**src/rtl/core/triangle_strip_fan_snake_assembler_macros.svh**
```systemverilog
// Assertion macros shared by the triangle assembler modules.
`ifndef TRIANGLE_STRIP_FAN_SNAKE_ASSEMBLER_MACROS_SVH
`define TRIANGLE_STRIP_FAN_SNAKE_ASSEMBLER_MACROS_SVH

// Same-cycle implication, off while reset is low.
`define TSFSA_ASSERT_NOW(lbl, clk, rst_n, ante, cons) \
    lbl: assert property (@(posedge clk) disable iff (!(rst_n)) (ante) |-> (cons)) \
        else $error("tsfsa: same-cycle check failed");

// Next-cycle implication, off while reset is low.
`define TSFSA_ASSERT_NEXT(lbl, clk, rst_n, ante, cons) \
    lbl: assert property (@(posedge clk) disable iff (!(rst_n)) (ante) |=> (cons)) \
        else $error("tsfsa: next-cycle check failed");

`endif

```
**src/rtl/core/tsfsa_pkg.sv**
```systemverilog
// Types, codes and constants of the triangle strip/fan/snake assembler.
package tsfsa_pkg;

    localparam int IDX_W            = 7;
    localparam int NUM_IDX          = 7;
    localparam int CNT_W            = 3;
    localparam int QUEUE_DEPTH_DEF  = 4;

    // operation codes
    localparam logic [1:0] OP_STRIP       = 2'd0;
    localparam logic [1:0] OP_FAN         = 2'd1;
    localparam logic [1:0] OP_SNAKE_START = 2'd2;
    localparam logic [1:0] OP_SNAKE_BYTE  = 2'd3;

    // job modes
    localparam logic [1:0] MODE_STRIP = 2'd0;
    localparam logic [1:0] MODE_FAN   = 2'd1;
    localparam logic [1:0] MODE_SNAKE = 2'd2;

    typedef struct packed {
        logic [1:0]  operation;
        logic [31:0] command_high;
        logic [31:0] command_low;
        logic [7:0]  snake_byte;
    } t_in_word;

    typedef struct packed {
        logic [IDX_W-1:0] vertex_first;
        logic [IDX_W-1:0] vertex_second;
        logic [IDX_W-1:0] vertex_third;
        logic             last_of_run;
        logic             snake_ended;
    } t_out_word;

    // One queued job: 1 to 5 triangles out of up to seven indices.
    typedef struct packed {
        logic [1:0]                    mode;
        logic [NUM_IDX-1:0][IDX_W-1:0] idx;
        logic [CNT_W-1:0]              count;
        logic                          snake_ended;
    } t_job;

endpackage

```
**src/rtl/core/triangle_strip_fan_snake_assembler.sv**
```systemverilog
// Path: a word's first triangle is registered in the job queue, then in the output register,
// with the job queue and back end idle; later triangles follow one per cycle while popped.
// Throughput: one input word per cycle while the job queue has room; one triangle per cycle
// out of the back end, a strip/fan word yielding 1 to 5 triangles and a snake word 1.
// Words that yield no triangle pass through the front end and never enter the job queue.
// Reset (i_rst_n low, synchronous): snake state, job queue and output valid flag clear.
module triangle_strip_fan_snake_assembler #(
    parameter int QUEUE_DEPTH = tsfsa_pkg::QUEUE_DEPTH_DEF
) (
    input  logic                 i_clk,
    input  logic                 i_rst_n,
    // input side: queue-style push/full
    input  logic                 push,
    output logic                 full,
    input  tsfsa_pkg::t_in_word  i_in_word,
    // result side: queue-style empty/pop
    output logic                 empty,
    input  logic                 pop,
    output tsfsa_pkg::t_out_word o_out_word
);

    // front -> queue
    logic            job_push;
    tsfsa_pkg::t_job job_in;
    // queue -> back
    tsfsa_pkg::t_job job_head;
    logic            job_empty;
    logic            job_pop;
    logic            in_accept;

    // The front end only stalls on a full job queue; the output register
    // decouples the back end from the consumer.
    assign in_accept = push && !full;

    tsfsa_front u_front (
        .i_clk      (i_clk),
        .i_rst_n    (i_rst_n),
        .i_accept   (in_accept),
        .i_word     (i_in_word),
        .o_job_push (job_push),
        .o_job      (job_in)
    );

    tsfsa_queue #(
        .DEPTH (QUEUE_DEPTH)
    ) u_queue (
        .i_clk   (i_clk),
        .i_rst_n (i_rst_n),
        .i_push  (job_push),
        .i_data  (job_in),
        .i_pop   (job_pop),
        .o_data  (job_head),
        .o_full  (full),
        .o_empty (job_empty)
    );

    // Back end walks the head job triangle by triangle and frees the queue
    // entry on the final one (last_of_run).
    tsfsa_back u_back (
        .i_clk       (i_clk),
        .i_rst_n     (i_rst_n),
        .i_job_valid (!job_empty),
        .i_job       (job_head),
        .o_job_pop   (job_pop),
        .i_pop       (pop),
        .o_empty     (empty),
        .o_word      (o_out_word)
    );

endmodule

```
**src/rtl/core/tsfsa_front.sv**
```systemverilog
// Front end: accepts input words, keeps snake state, builds triangle jobs.
module tsfsa_front (
    input  logic              i_clk,
    input  logic              i_rst_n,
    input  logic              i_accept,
    input  tsfsa_pkg::t_in_word i_word,
    output logic              o_job_push,
    output tsfsa_pkg::t_job   o_job
);

    logic       r_snake_active, n_snake_active;
    logic [7:0] r_snake_head, n_snake_head;
    logic [7:0] r_snake_left, n_snake_left;
    logic [7:0] r_snake_right, n_snake_right;

    logic [tsfsa_pkg::NUM_IDX-1:0][tsfsa_pkg::IDX_W-1:0] v;
    logic emit;

    assign v[0] = i_word.command_high[23:17];
    assign v[1] = i_word.command_high[15:9];
    assign v[2] = i_word.command_high[7:1];
    assign v[3] = i_word.command_low[31:25];
    assign v[4] = i_word.command_low[23:17];
    assign v[5] = i_word.command_low[15:9];
    assign v[6] = i_word.command_low[7:1];

    always_comb begin
        n_snake_active = r_snake_active;
        n_snake_head   = r_snake_head;
        n_snake_left   = r_snake_left;
        n_snake_right  = r_snake_right;
        emit           = 1'b0;
        o_job          = '0;
        unique case (i_word.operation)
            tsfsa_pkg::OP_STRIP, tsfsa_pkg::OP_FAN: begin
                o_job.mode = (i_word.operation == tsfsa_pkg::OP_FAN) ?
                             tsfsa_pkg::MODE_FAN : tsfsa_pkg::MODE_STRIP;
                o_job.idx  = v;
                emit       = !v[0][6] && !v[1][6] && !v[2][6];
                // run stops at the first index of 64 or more
                if (v[3][6]) begin
                    o_job.count = 3'd1;
                end else if (v[4][6]) begin
                    o_job.count = 3'd2;
                end else if (v[5][6]) begin
                    o_job.count = 3'd3;
                end else if (v[6][6]) begin
                    o_job.count = 3'd4;
                end else begin
                    o_job.count = 3'd5;
                end
            end
            tsfsa_pkg::OP_SNAKE_START: begin
                n_snake_head      = i_word.command_high[7:0];
                n_snake_left      = i_word.command_high[15:8];
                n_snake_right     = i_word.command_high[23:16];
                o_job.mode        = tsfsa_pkg::MODE_SNAKE;
                o_job.idx[0]      = {1'b0, i_word.command_high[6:1]};
                o_job.idx[1]      = i_word.command_high[15:9];
                o_job.idx[2]      = i_word.command_high[23:17];
                o_job.count       = 3'd1;
                o_job.snake_ended = i_word.command_high[7];
                emit              = i_word.command_high[0];
                n_snake_active    = i_word.command_high[0] && !i_word.command_high[7];
            end
            tsfsa_pkg::OP_SNAKE_BYTE: begin
                o_job.mode        = tsfsa_pkg::MODE_SNAKE;
                o_job.idx[0]      = {1'b0, i_word.snake_byte[6:1]};
                o_job.idx[1]      = i_word.snake_byte[0] ? r_snake_left[7:1]
                                                         : r_snake_head[7:1];
                o_job.idx[2]      = i_word.snake_byte[0] ? r_snake_head[7:1]
                                                         : r_snake_right[7:1];
                o_job.count       = 3'd1;
                o_job.snake_ended = i_word.snake_byte[7];
                if (r_snake_active) begin
                    emit           = 1'b1;
                    n_snake_head   = i_word.snake_byte;
                    n_snake_active = !i_word.snake_byte[7];
                    if (i_word.snake_byte[0]) begin
                        n_snake_right = r_snake_head;
                    end else begin
                        n_snake_left = r_snake_head;
                    end
                end
            end
            default: begin
                emit = 1'b0;
            end
        endcase
    end

    assign o_job_push = i_accept && emit;

    always_ff @(posedge i_clk) begin
        if (!i_rst_n) begin
            r_snake_active <= 1'b0;
            r_snake_head   <= '0;
            r_snake_left   <= '0;
            r_snake_right  <= '0;
        end else if (i_accept) begin
            r_snake_active <= n_snake_active;
            r_snake_head   <= n_snake_head;
            r_snake_left   <= n_snake_left;
            r_snake_right  <= n_snake_right;
        end
    end

endmodule

```
**src/rtl/core/tsfsa_queue.sv**
```systemverilog
// Short job queue between front end and back end.
`include "triangle_strip_fan_snake_assembler_macros.svh"

module tsfsa_queue #(
    parameter int DEPTH = tsfsa_pkg::QUEUE_DEPTH_DEF
) (
    input  logic            i_clk,
    input  logic            i_rst_n,
    input  logic            i_push,
    input  tsfsa_pkg::t_job i_data,
    input  logic            i_pop,
    output tsfsa_pkg::t_job o_data,
    output logic            o_full,
    output logic            o_empty
);

    localparam int PW = (DEPTH > 1) ? $clog2(DEPTH) : 1;
    localparam int CW = $clog2(DEPTH + 1);
    localparam logic [PW-1:0] LAST_PTR = PW'(DEPTH - 1);
    localparam logic [CW-1:0] DEPTH_CNT = CW'(DEPTH);

    tsfsa_pkg::t_job r_mem [DEPTH];
    logic [PW-1:0]   r_wr_ptr;
    logic [PW-1:0]   r_rd_ptr;
    logic [CW-1:0]   r_count;

    logic do_push, do_pop;

    assign o_full  = (r_count == DEPTH_CNT);
    assign o_empty = (r_count == '0);
    assign do_push = i_push && !o_full;
    assign do_pop  = i_pop && !o_empty;
    assign o_data  = r_mem[r_rd_ptr];

    always_ff @(posedge i_clk) begin
        if (do_push) begin
            r_mem[r_wr_ptr] <= i_data;
        end
    end

    always_ff @(posedge i_clk) begin
        if (!i_rst_n) begin
            r_wr_ptr <= '0;
            r_rd_ptr <= '0;
            r_count  <= '0;
        end else begin
            if (do_push) begin
                r_wr_ptr <= (r_wr_ptr == LAST_PTR) ? '0 : r_wr_ptr + 1'b1;
            end
            if (do_pop) begin
                r_rd_ptr <= (r_rd_ptr == LAST_PTR) ? '0 : r_rd_ptr + 1'b1;
            end
            if (do_push && !do_pop) begin
                r_count <= r_count + 1'b1;
            end else if (do_pop && !do_push) begin
                r_count <= r_count - 1'b1;
            end
        end
    end

    `TSFSA_ASSERT_NOW(a_q_count_bound, i_clk, i_rst_n, 1'b1, r_count <= DEPTH_CNT)
    `TSFSA_ASSERT_NEXT(a_q_push_grows, i_clk, i_rst_n, do_push && !do_pop, r_count == $past(r_count) + 1'b1)

endmodule

```
**src/rtl/core/tsfsa_back.sv**
```systemverilog
// Back end: walks one job a triangle per cycle into the output register while it is free or popped.
`include "triangle_strip_fan_snake_assembler_macros.svh"

module tsfsa_back (
    input  logic                 i_clk,
    input  logic                 i_rst_n,
    input  logic                 i_job_valid,
    input  tsfsa_pkg::t_job      i_job,
    output logic                 o_job_pop,
    input  logic                 i_pop,
    output logic                 o_empty,
    output tsfsa_pkg::t_out_word o_word
);

    logic [tsfsa_pkg::CNT_W-1:0] r_k;
    logic                        r_out_valid;
    tsfsa_pkg::t_out_word        r_out;

    logic [tsfsa_pkg::CNT_W-1:0] k1, k2;
    logic                        last, advance;
    tsfsa_pkg::t_out_word        tri_word;

    assign k1      = r_k + 3'd1;
    assign k2      = r_k + 3'd2;
    assign last    = (r_k == i_job.count - 3'd1);
    assign advance = i_job_valid && (!r_out_valid || i_pop);

    always_comb begin
        tri_word               = '0;
        tri_word.vertex_third  = i_job.idx[k2];
        tri_word.last_of_run   = last;
        tri_word.snake_ended   = i_job.snake_ended;
        if (i_job.mode == tsfsa_pkg::MODE_FAN) begin
            tri_word.vertex_first  = i_job.idx[0];
            tri_word.vertex_second = i_job.idx[k1];
        end else if (r_k[0]) begin
            // odd strip triangles swap winding
            tri_word.vertex_first  = i_job.idx[k1];
            tri_word.vertex_second = i_job.idx[r_k];
        end else begin
            tri_word.vertex_first  = i_job.idx[r_k];
            tri_word.vertex_second = i_job.idx[k1];
        end
    end

    assign o_job_pop = advance && last;
    assign o_empty   = !r_out_valid;
    assign o_word    = r_out;

    always_ff @(posedge i_clk) begin
        if (advance) begin
            r_out <= tri_word;
        end
    end

    always_ff @(posedge i_clk) begin
        if (!i_rst_n) begin
            r_k         <= '0;
            r_out_valid <= 1'b0;
        end else begin
            if (advance) begin
                r_out_valid <= 1'b1;
                r_k         <= last ? '0 : k1;
            end else if (i_pop) begin
                r_out_valid <= 1'b0;
            end
        end
    end

    `TSFSA_ASSERT_NOW(a_bk_k_in_run, i_clk, i_rst_n, i_job_valid, r_k < i_job.count)
    `TSFSA_ASSERT_NOW(a_bk_end_is_last, i_clk, i_rst_n, r_out_valid && r_out.snake_ended, r_out.last_of_run)

endmodule

```
**config.mk**
```make
export PLATFORM = sky130hd
export DESIGN_NAME = triangle_strip_fan_snake_assembler
export DESIGN_NICKNAME = d
export VERILOG_FILES = /design/src/rtl/core/tsfsa_pkg.sv /design/src/rtl/core/triangle_strip_fan_snake_assembler.sv /design/src/rtl/core/tsfsa_front.sv /design/src/rtl/core/tsfsa_queue.sv /design/src/rtl/core/tsfsa_back.sv
export VERILOG_INCLUDE_DIRS = /design/src /design/src/rtl/core
export SDC_FILE = /design/constraint.sdc
export NUM_CORES = 1
export LEC_CHECK = 0
export BUFFER_PORTS_ARGS = -buffer_cell sky130_fd_sc_hd__buf_2
export CAP_MARGIN = 25
export CORE_MARGIN = 5
export CORE_UTILIZATION = 53
export CTS_BUF_LIST = sky130_fd_sc_hd__clkbuf_2 sky130_fd_sc_hd__clkbuf_4 sky130_fd_sc_hd__clkbuf_8
export CTS_CLUSTER_DIAMETER = 30
export DETAILED_ROUTE_END_ITERATION = 8
export HOLD_SLACK_MARGIN = 0.12
export PLACE_DENSITY = 0.75
export SLEW_MARGIN = 20
export SYNTH_ARGS = -nofsm -noshare
export SYNTH_HDL_FRONTEND = slang
export SYNTH_SLANG_ARGS = --single-unit
```
**constraint.sdc**
```tcl
create_clock -name i_clk -period 4.5 [get_ports i_clk]
set_input_delay 0.675 -clock i_clk [delete_from_list [all_inputs] [get_ports i_clk]]
set_output_delay 0.675 -clock i_clk [all_outputs]
set_load 0.05 [all_outputs]
```
==> run_results.csv, run 1 <==
group,metric,value,unit
worst_setup_path,criticalPathCategory,"reg -> reg",
placed_design,gp_congestion,0.848,
routing,wirelength,29500,um
flow_run,cap_violations,0,
sta,timing.final.crit_share,75.1,%
clock_tree,clk_pin_slew_worst_paths,0.06,ns
worst_setup_path,crit_fanout,16,
clock_tree,cts.sinks,278,
placed_design,placedInstanceArea,0.0141,mm2
worst_setup_path,critical_path_cell_count,13,
worst_setup_path,end_kind,"flip-flop",
synth,post_synth_num_cell_types,57,
worst_setup_path,path_buf_inv,3,
final_layout,nNetsFinal,1059,
routing,drc,0,
clock_tree,htree_num_levels,2,
synth,yosysSeqAreaShare,59.9,%
power_and_ir_drop,power_leakage,5.61,nW
worst_setup_path,slowest_delay,0.64,ns
worst_setup_path,worstSetupEndpoint,"u_queue.r_count[2]",
sta,fmax,0.296,GHz
synth,syn-num-nets,956,
synth,synth_area_per_cell,15.4,um2
worst_setup_path,cp_top_family,"simple AND/OR/NAND/NOR gates",
routing,firstDrtPassIters,5,
final_layout,layout_commonest_cell,"edfxtp_1",
worst_setup_path,crit_chain,"mux4_1 > inv_1 > ha_1 > xnor2_1 > xnor2_1 > nor4b_2 > inv_1 > ha_1 > inv_1 > fa_1 > xor2_1 > or3_1 > a21boi_0",
final_layout,antenna_cells,0,
synth,synth_xor_xnor_area_share,0.656,%
min_path,min-delay-path-class,"in -> reg",
final_layout,n_fill_cell,1861,
clock_tree,clk_latency,0.57,ns
clock_tree,cts.root.buffer_cell,"clkbuf_8",
synth,muxShareOfSynthArea,21.4,%
die,io_pins,103,
synth,ys_warn_count,0,
sta,tns,0,ns
die,coreArea,0.0250,mm2
global_route,grt_max_degree,56,
placed_design,dpl.cell_count,1245,
status,outcome,"complete, no violations",
synth,synth_top_family_by_area,"multiplexers",
power_and_ir_drop,ir_drop,366,uV
sta,final.setup_skew,0.0194,ns
clock_tree,cts_tree,"yes",
die,die_w,169,um
power_and_ir_drop,power,0.00820,W
synth,netlist_instances,869,
synth,synth_edf_count,243,
worst_setup_path,critPathMostFrequentCell,"inv_1",
worst_setup_path,required,5.00,ns
die,fp.dieH,169,um
power_and_ir_drop,powerDensity,531,mW/mm2
final_layout,synthToLayoutAreaGrowth,15.6,%
final_layout,final_cells,1347,
worst_setup_path,r2r-end,"u_queue.r_count[2]",
routing,num_vias,8156,
global_route,grt_pass1_wl,46000,um
die,fp.dieArea,0.0285,mm2
synth,mappedNetlistArea,0.0134,mm2
worst_setup_path,crit_arrival,3.87,ns
routing,wire_per_inst,21.9,um
worst_setup_path,rr_worst_depth,13,
sta,finalCriticalPeriod,3.38,ns
routing,first_iter_violations,874,
sta,tightest_slew,1.03,ns
sta,rsz0062_at_grt,"false",
global_route,gr-total-overflow,0,
synth,async_flop_share,0,%
placed_design,hpwl,19300,um
sta,slew_viol_final,0,
worst_setup_path,cpMaxStageDelayCell,"mux4_1",
final_layout,stdcell_area,0.0154,mm2
synth,synth-compound-area-share,7.66,%
clock_tree,cts-resized-gates,0,
synth,yosys.area_share.simple,6.56,%
synth,ys_seq_elements,278,
placed_design,io_buffers,88,
sta,hold_violations,0,
final_layout,final_cell_mix,"edfxtp_1, buf_2, mux4_2, mux2i_1, clkbuf_8",
sta,holdWs,0.449,ns
sta,finalSetupViolations,0,
synth,synth_fa_ha_area_share,0.900,%
sta,slew_headroom,31.6,%
clock_tree,cts_hold_buffers,0,
clock_tree,postCtsSetupBuffers,0,
die,start_util,53.5,%
global_route,grt_usage,20.7,%
clock_tree,clockBufferDepth,3,
worst_setup_path,r2r_setup_slack,1.12,ns
clock_tree,cts_inserted_buffers,55,
worst_setup_path,start_kind,"flip-flop",
routing,viasPerCell,6.05,
routing,postRouteAntennaNets,0,
global_route,antenna_found_initial,0,
global_route,grt_pass1_vias,8288,
synth,synth_ff_type,"edfxtp_1",
die,row_count,58,
final_layout,drive_above_1_share,32.2,%
[flip-flops by register name (all words and copies together) (netlist names), named ones only]
signal	flops
u_queue.r_count	3
u_front.r_snake_head	7
u_front.r_snake_right	7
u_back.r_k	3
u_queue.r_mem	220
u_back.o_word	23
u_queue.r_rd_ptr	2
u_back.r_out_valid	1
u_queue.r_wr_ptr	2
u_front.r_snake_active	1
u_front.r_snake_left	7
[logic make-up after synthesis]
kind of cell / after synthesis
DFF: 278
and+or+nand+nor: 176
muxes: 172
AOI/OAI and AO/OA: 144
buffers and inverters: 80
xor gates and xnor gates: 10
adders and majority gates: 9
[metrics by stage]
step / util, % / setup slack, ns
6_report: 61.8 / 1.12
5_1_grt: 61.8 / 0.890
4_1_cts: 61.8 / 1.09
3_5_place_dp: 56.4 / 1.12
3_3_place_gp: 56.4 / 1.19
2_1_floorplan: - / 0.789
[where the power goes]
group | switching (W) | total [W] | internal (W)
Sequential | 0.0000668 | 0.00309 | 0.00302
Combinational | 0.00130 | 0.00206 | 0.000766
Clock | 0.00112 | 0.00305 | 0.00193
Total | 0.00249 | 0.00820 | 0.00572
[cell type report]
| type | count | area [um2] | area share [%] |
|---|---|---|---|
| clock buffers | 64 | 856 | 5.54 |
| clock inverters | 38 | 500 | 3.24 |
| inverters | 17 | 63.8 | 0.413 |
| multi-input cells | 511 | 4980 | 32.2 |
| flip-flops and latches | 278 | 8000 | 51.8 |
| well taps | 330 | 413 | 2.68 |
| repair buffers | 109 | 623 | 4.04 |
[synth_stat cells (all sizes together) (8+ instances only)]
cell type | n | area (um2)
edfxtp | 243 | 7300
mux4 | 88 | 1990
mux2i | 62 | 621
nand2 | 46 | 173
nor2 | 39 | 146
clkbuf | 37 | 139
nor2b | 37 | 231
dfxtp | 35 | 701
a21oi | 32 | 160
o21ai | 28 | 140
buf | 26 | 193
mux2 | 22 | 248
o211a | 22 | 220
nand3 | 18 | 90.1
inv | 16 | 60.1
and3 | 13 | 81.3
a221oi | 11 | 96.3
o211ai | 9 | 67.6
and2 | 8 | 50.1
ha | 8 | 100
xnor2 | 8 | 70.1
[routing by layer]
layer  track usage [%]  up-vias  share of wire [%]
li1                  -     3697                  -
met1              27.9     4076                 40
met2              33.8      322                 49
met3              4.83       61                7.8
met4              6.77        0                2.8
met5                 0        -                  0
[worst min-delay path by stage]
stage / from / end / cells after the start
2_1_floorplan: u_queue.r_rd_ptr[1] / flip-flop / 2
3_3_place_gp: u_front.r_snake_left[1] / u_front.r_snake_left[1] / 1
3_5_place_dp: u_front.r_snake_left[4] / u_front.r_snake_left[4] / 1
4_1_cts: pop / u_back.r_out_valid / 3
5_1_grt: pop / u_back.r_out_valid / 3
6_report: pop / u_back.r_out_valid / 3
[worst reg2reg max path, cell delays in order (launching register included)]
cell	delay [ns]
dfxtp_4	0.53
mux4_1	0.64
inv_1	0.09
ha_1	0.16
xnor2_1	0.08
xnor2_1	0.20
nor4b_2	0.47
inv_1	0.11
ha_1	0.25
inv_1	0.07
fa_1	0.17
xor2_1	0.08
or3_1	0.30
a21boi_0	0.15
Note: power is estimated with default switching activity, not from simulation.
==> run 2: changes to the inputs <==
PLACE_DENSITY = 0.78   (was 0.75)
clock period = 2.8 ns   (was 4.5 ns; I/O delays follow)
==> run_results.csv, run 2 (synthesis results as in run 1) <==
group,metric,value,unit
die,start_util,53.5,%
sta,timing.final.crit_share,100,%
routing,postRouteAntennaNets,0,
final_layout,largest_reg_flops,220,
global_route,grt_pass1_vias,8338,
sta,tightest_slew,0.890,ns
final_layout,layout_commonest_cell,"edfxtp_1",
routing,wirelength,29600,um
sta,finalCriticalPeriod,2.81,ns
flow_run,cap_violations,0,
placed_design,gp_congestion,0.845,
worst_setup_path,r2r_setup_slack,-0.009,ns
clock_tree,cts.sinks,278,
sta,slew_viol_final,0,
clock_tree,clk_pin_slew_worst_paths,0.06,ns
global_route,grt_max_degree,69,
clock_tree,cts_inserted_buffers,53,
power_and_ir_drop,powerDensity,796,mW/mm2
min_path,min-delay-path-class,"in -> reg",
sta,finalSetupViolations,1,
die,fp.dieArea,0.0285,mm2
global_route,use_met3,4.18,%
worst_setup_path,crit_fanout,4,
sta,hold_violations,0,
status,violations,"negative setup slack",
die,io_pins,103,
sta,rsz0062_at_grt,"true",
final_layout,synthToLayoutAreaGrowth,16.0,%
die,die_w,169,um
routing,drc,0,
power_and_ir_drop,ir_drop,731,uV
final_layout,regMostFlops,"u_queue.r_mem",
final_layout,antenna_cells,0,
die,row_count,58,
global_route,gr-total-overflow,0,
worst_setup_path,end_kind,"flip-flop",
routing,viasPerCell,6.07,
placed_design,dpl_worst_slack,-0.125,ns
min_path,min_from,"pop",
final_layout,nNetsFinal,1083,
sta,final.setup_skew,0.0189,ns
global_route,use_met1,27.0,%
die,fp.dieH,169,um
power_and_ir_drop,power,0.0123,W
worst_setup_path,rr_worst_depth,13,
sta,holdWs,0.189,ns
worst_setup_path,crit_arrival,3.30,ns
clock_tree,htree_num_levels,2,
worst_setup_path,required,3.30,ns
sta,setup_ws,-0.00900,ns
worst_setup_path,criticalPathCategory,"reg -> reg",
global_route,top_usage_layer,"met2",
min_path,min_path_cells,3,
min_path,hold_path_end,"u_back.r_out_valid",
clock_tree,clk_latency,0.58,ns
global_route,grt_usage,20.3,%
routing,firstDrtPassIters,6,
routing,first_iter_violations,674,
sta,fmax,0.356,GHz
die,coreArea,0.0250,mm2
clock_tree,clockBufferDepth,3,
placed_design,io_buffers,88,
routing,wire_per_inst,21.7,um
sta,slew_headroom,40.3,%
worst_setup_path,start_kind,"flip-flop",
status,outcome,"finished with violations",
power_and_ir_drop,power_leakage,5.64,nW
global_route,antenna_found_initial,0,
clock_tree,cts.root.buffer_cell,"clkbuf_8",
final_layout,final_cell_mix,"edfxtp_1, mux4_2, buf_2, mux2i_1, clkbuf_8",
clock_tree,cts_tree,"yes",
clock_tree,cts_hold_buffers,0,
global_route,grt_use_met2,34.7,%
final_layout,drive_above_1_share,34.4,%
placed_design,hpwl,19200,um
global_route,grt_pass1_wl,45300,um
worst_setup_path,r2r-end,"u_queue.r_count[2]",
routing,num_vias,8285,
==> run 2: cell types whose count changed in the layout (fill, tap and decap cells not counted), sizes merged <==
cell / previous run / this run
buf: 109 / 133
bufinv: 11 / 2
clkbuf: 64 / 72
clkinv: 18 / 17
clkinvlp: 5 / 6
inv: 21 / 17
==> run 2: worst max path at each step <==
| stage | start | end | slack, ns | cells after the start |
|---|---|---|---|---|
| after floorplan | flip-flop | u_queue.r_count[2] | -0.33 | 16 |
| after global placement | flip-flop | u_queue.r_count[2] | -0.07 | 13 |
| after detailed placement | flip-flop | u_queue.r_count[2] | -0.13 | 13 |
| after CTS | flip-flop | u_queue.r_count[2] | 0.01 | 13 |
| after global routing | flip-flop | u_queue.r_count[2] | -0.18 | 13 |
| final | flip-flop | u_queue.r_count[2] | -0.009 | 13 |
==> run 2: report_power, final <==
part	switching (W)	total, W	leakage, nW	internal (W)
clock	0.00167	0.00392	0.552	0.00225
sequential	0.000100	0.00496	2.51	0.00486
combinational	0.00210	0.00345	2.59	0.00135
==> run 2: final cells by class <==
cell class / count / area, um2
fillers: 1870 / 9470
inverters: 17 / 63.8
flip-flops and latches: 278 / 8000
clock inverters: 25 / 211
well taps: 330 / 413
clock buffers: 70 / 876
repair buffers: 135 / 912
multi-input cells: 511 / 5010
==> run 2: routing by layer <==
metal	wire, um	part of all wire (%)
met4	582	2.0
met3	2070	7.0
met2	15100	51
met1	11900	40
met5	0	0
==> run 2: metrics by stage <==
step | setup TNS, ns | utilization [%] | instance area, um2 | std cells
after detailed placement | -0.170 | 57.4 | 14300 | 1269
after global routing | -0.207 | 62.1 | 15500 | 1366
final | -0.00900 | 62.1 | 15500 | 1366
after global placement | -0.0694 | 57.4 | 14300 | 1269
after floorplan | -0.692 | - | 13400 | 869
after CTS | 0 | 61.9 | 15400 | 1364
==> run 2: repair_timing <==
item	in CTS	in global routing
setup buffers	0	1
cloned	0	1
pin swaps	1	6
resized for setup	5	3
setup endpoints to repair	3	12
==> run 2: critical path: stages, from the launching register on <==
cell and delay, ns:
dfxtp_4 0.37, mux4_2 0.55, inv_2 0.09, ha_4 0.13, xnor2_2 0.08, xnor2_2 0.24, nor4b_4 0.08, inv_1 0.07
ha_2 0.18, inv_2 0.04, fa_2 0.32, xor2_1 0.15, or3_1 0.31, a21boi_1 0.13
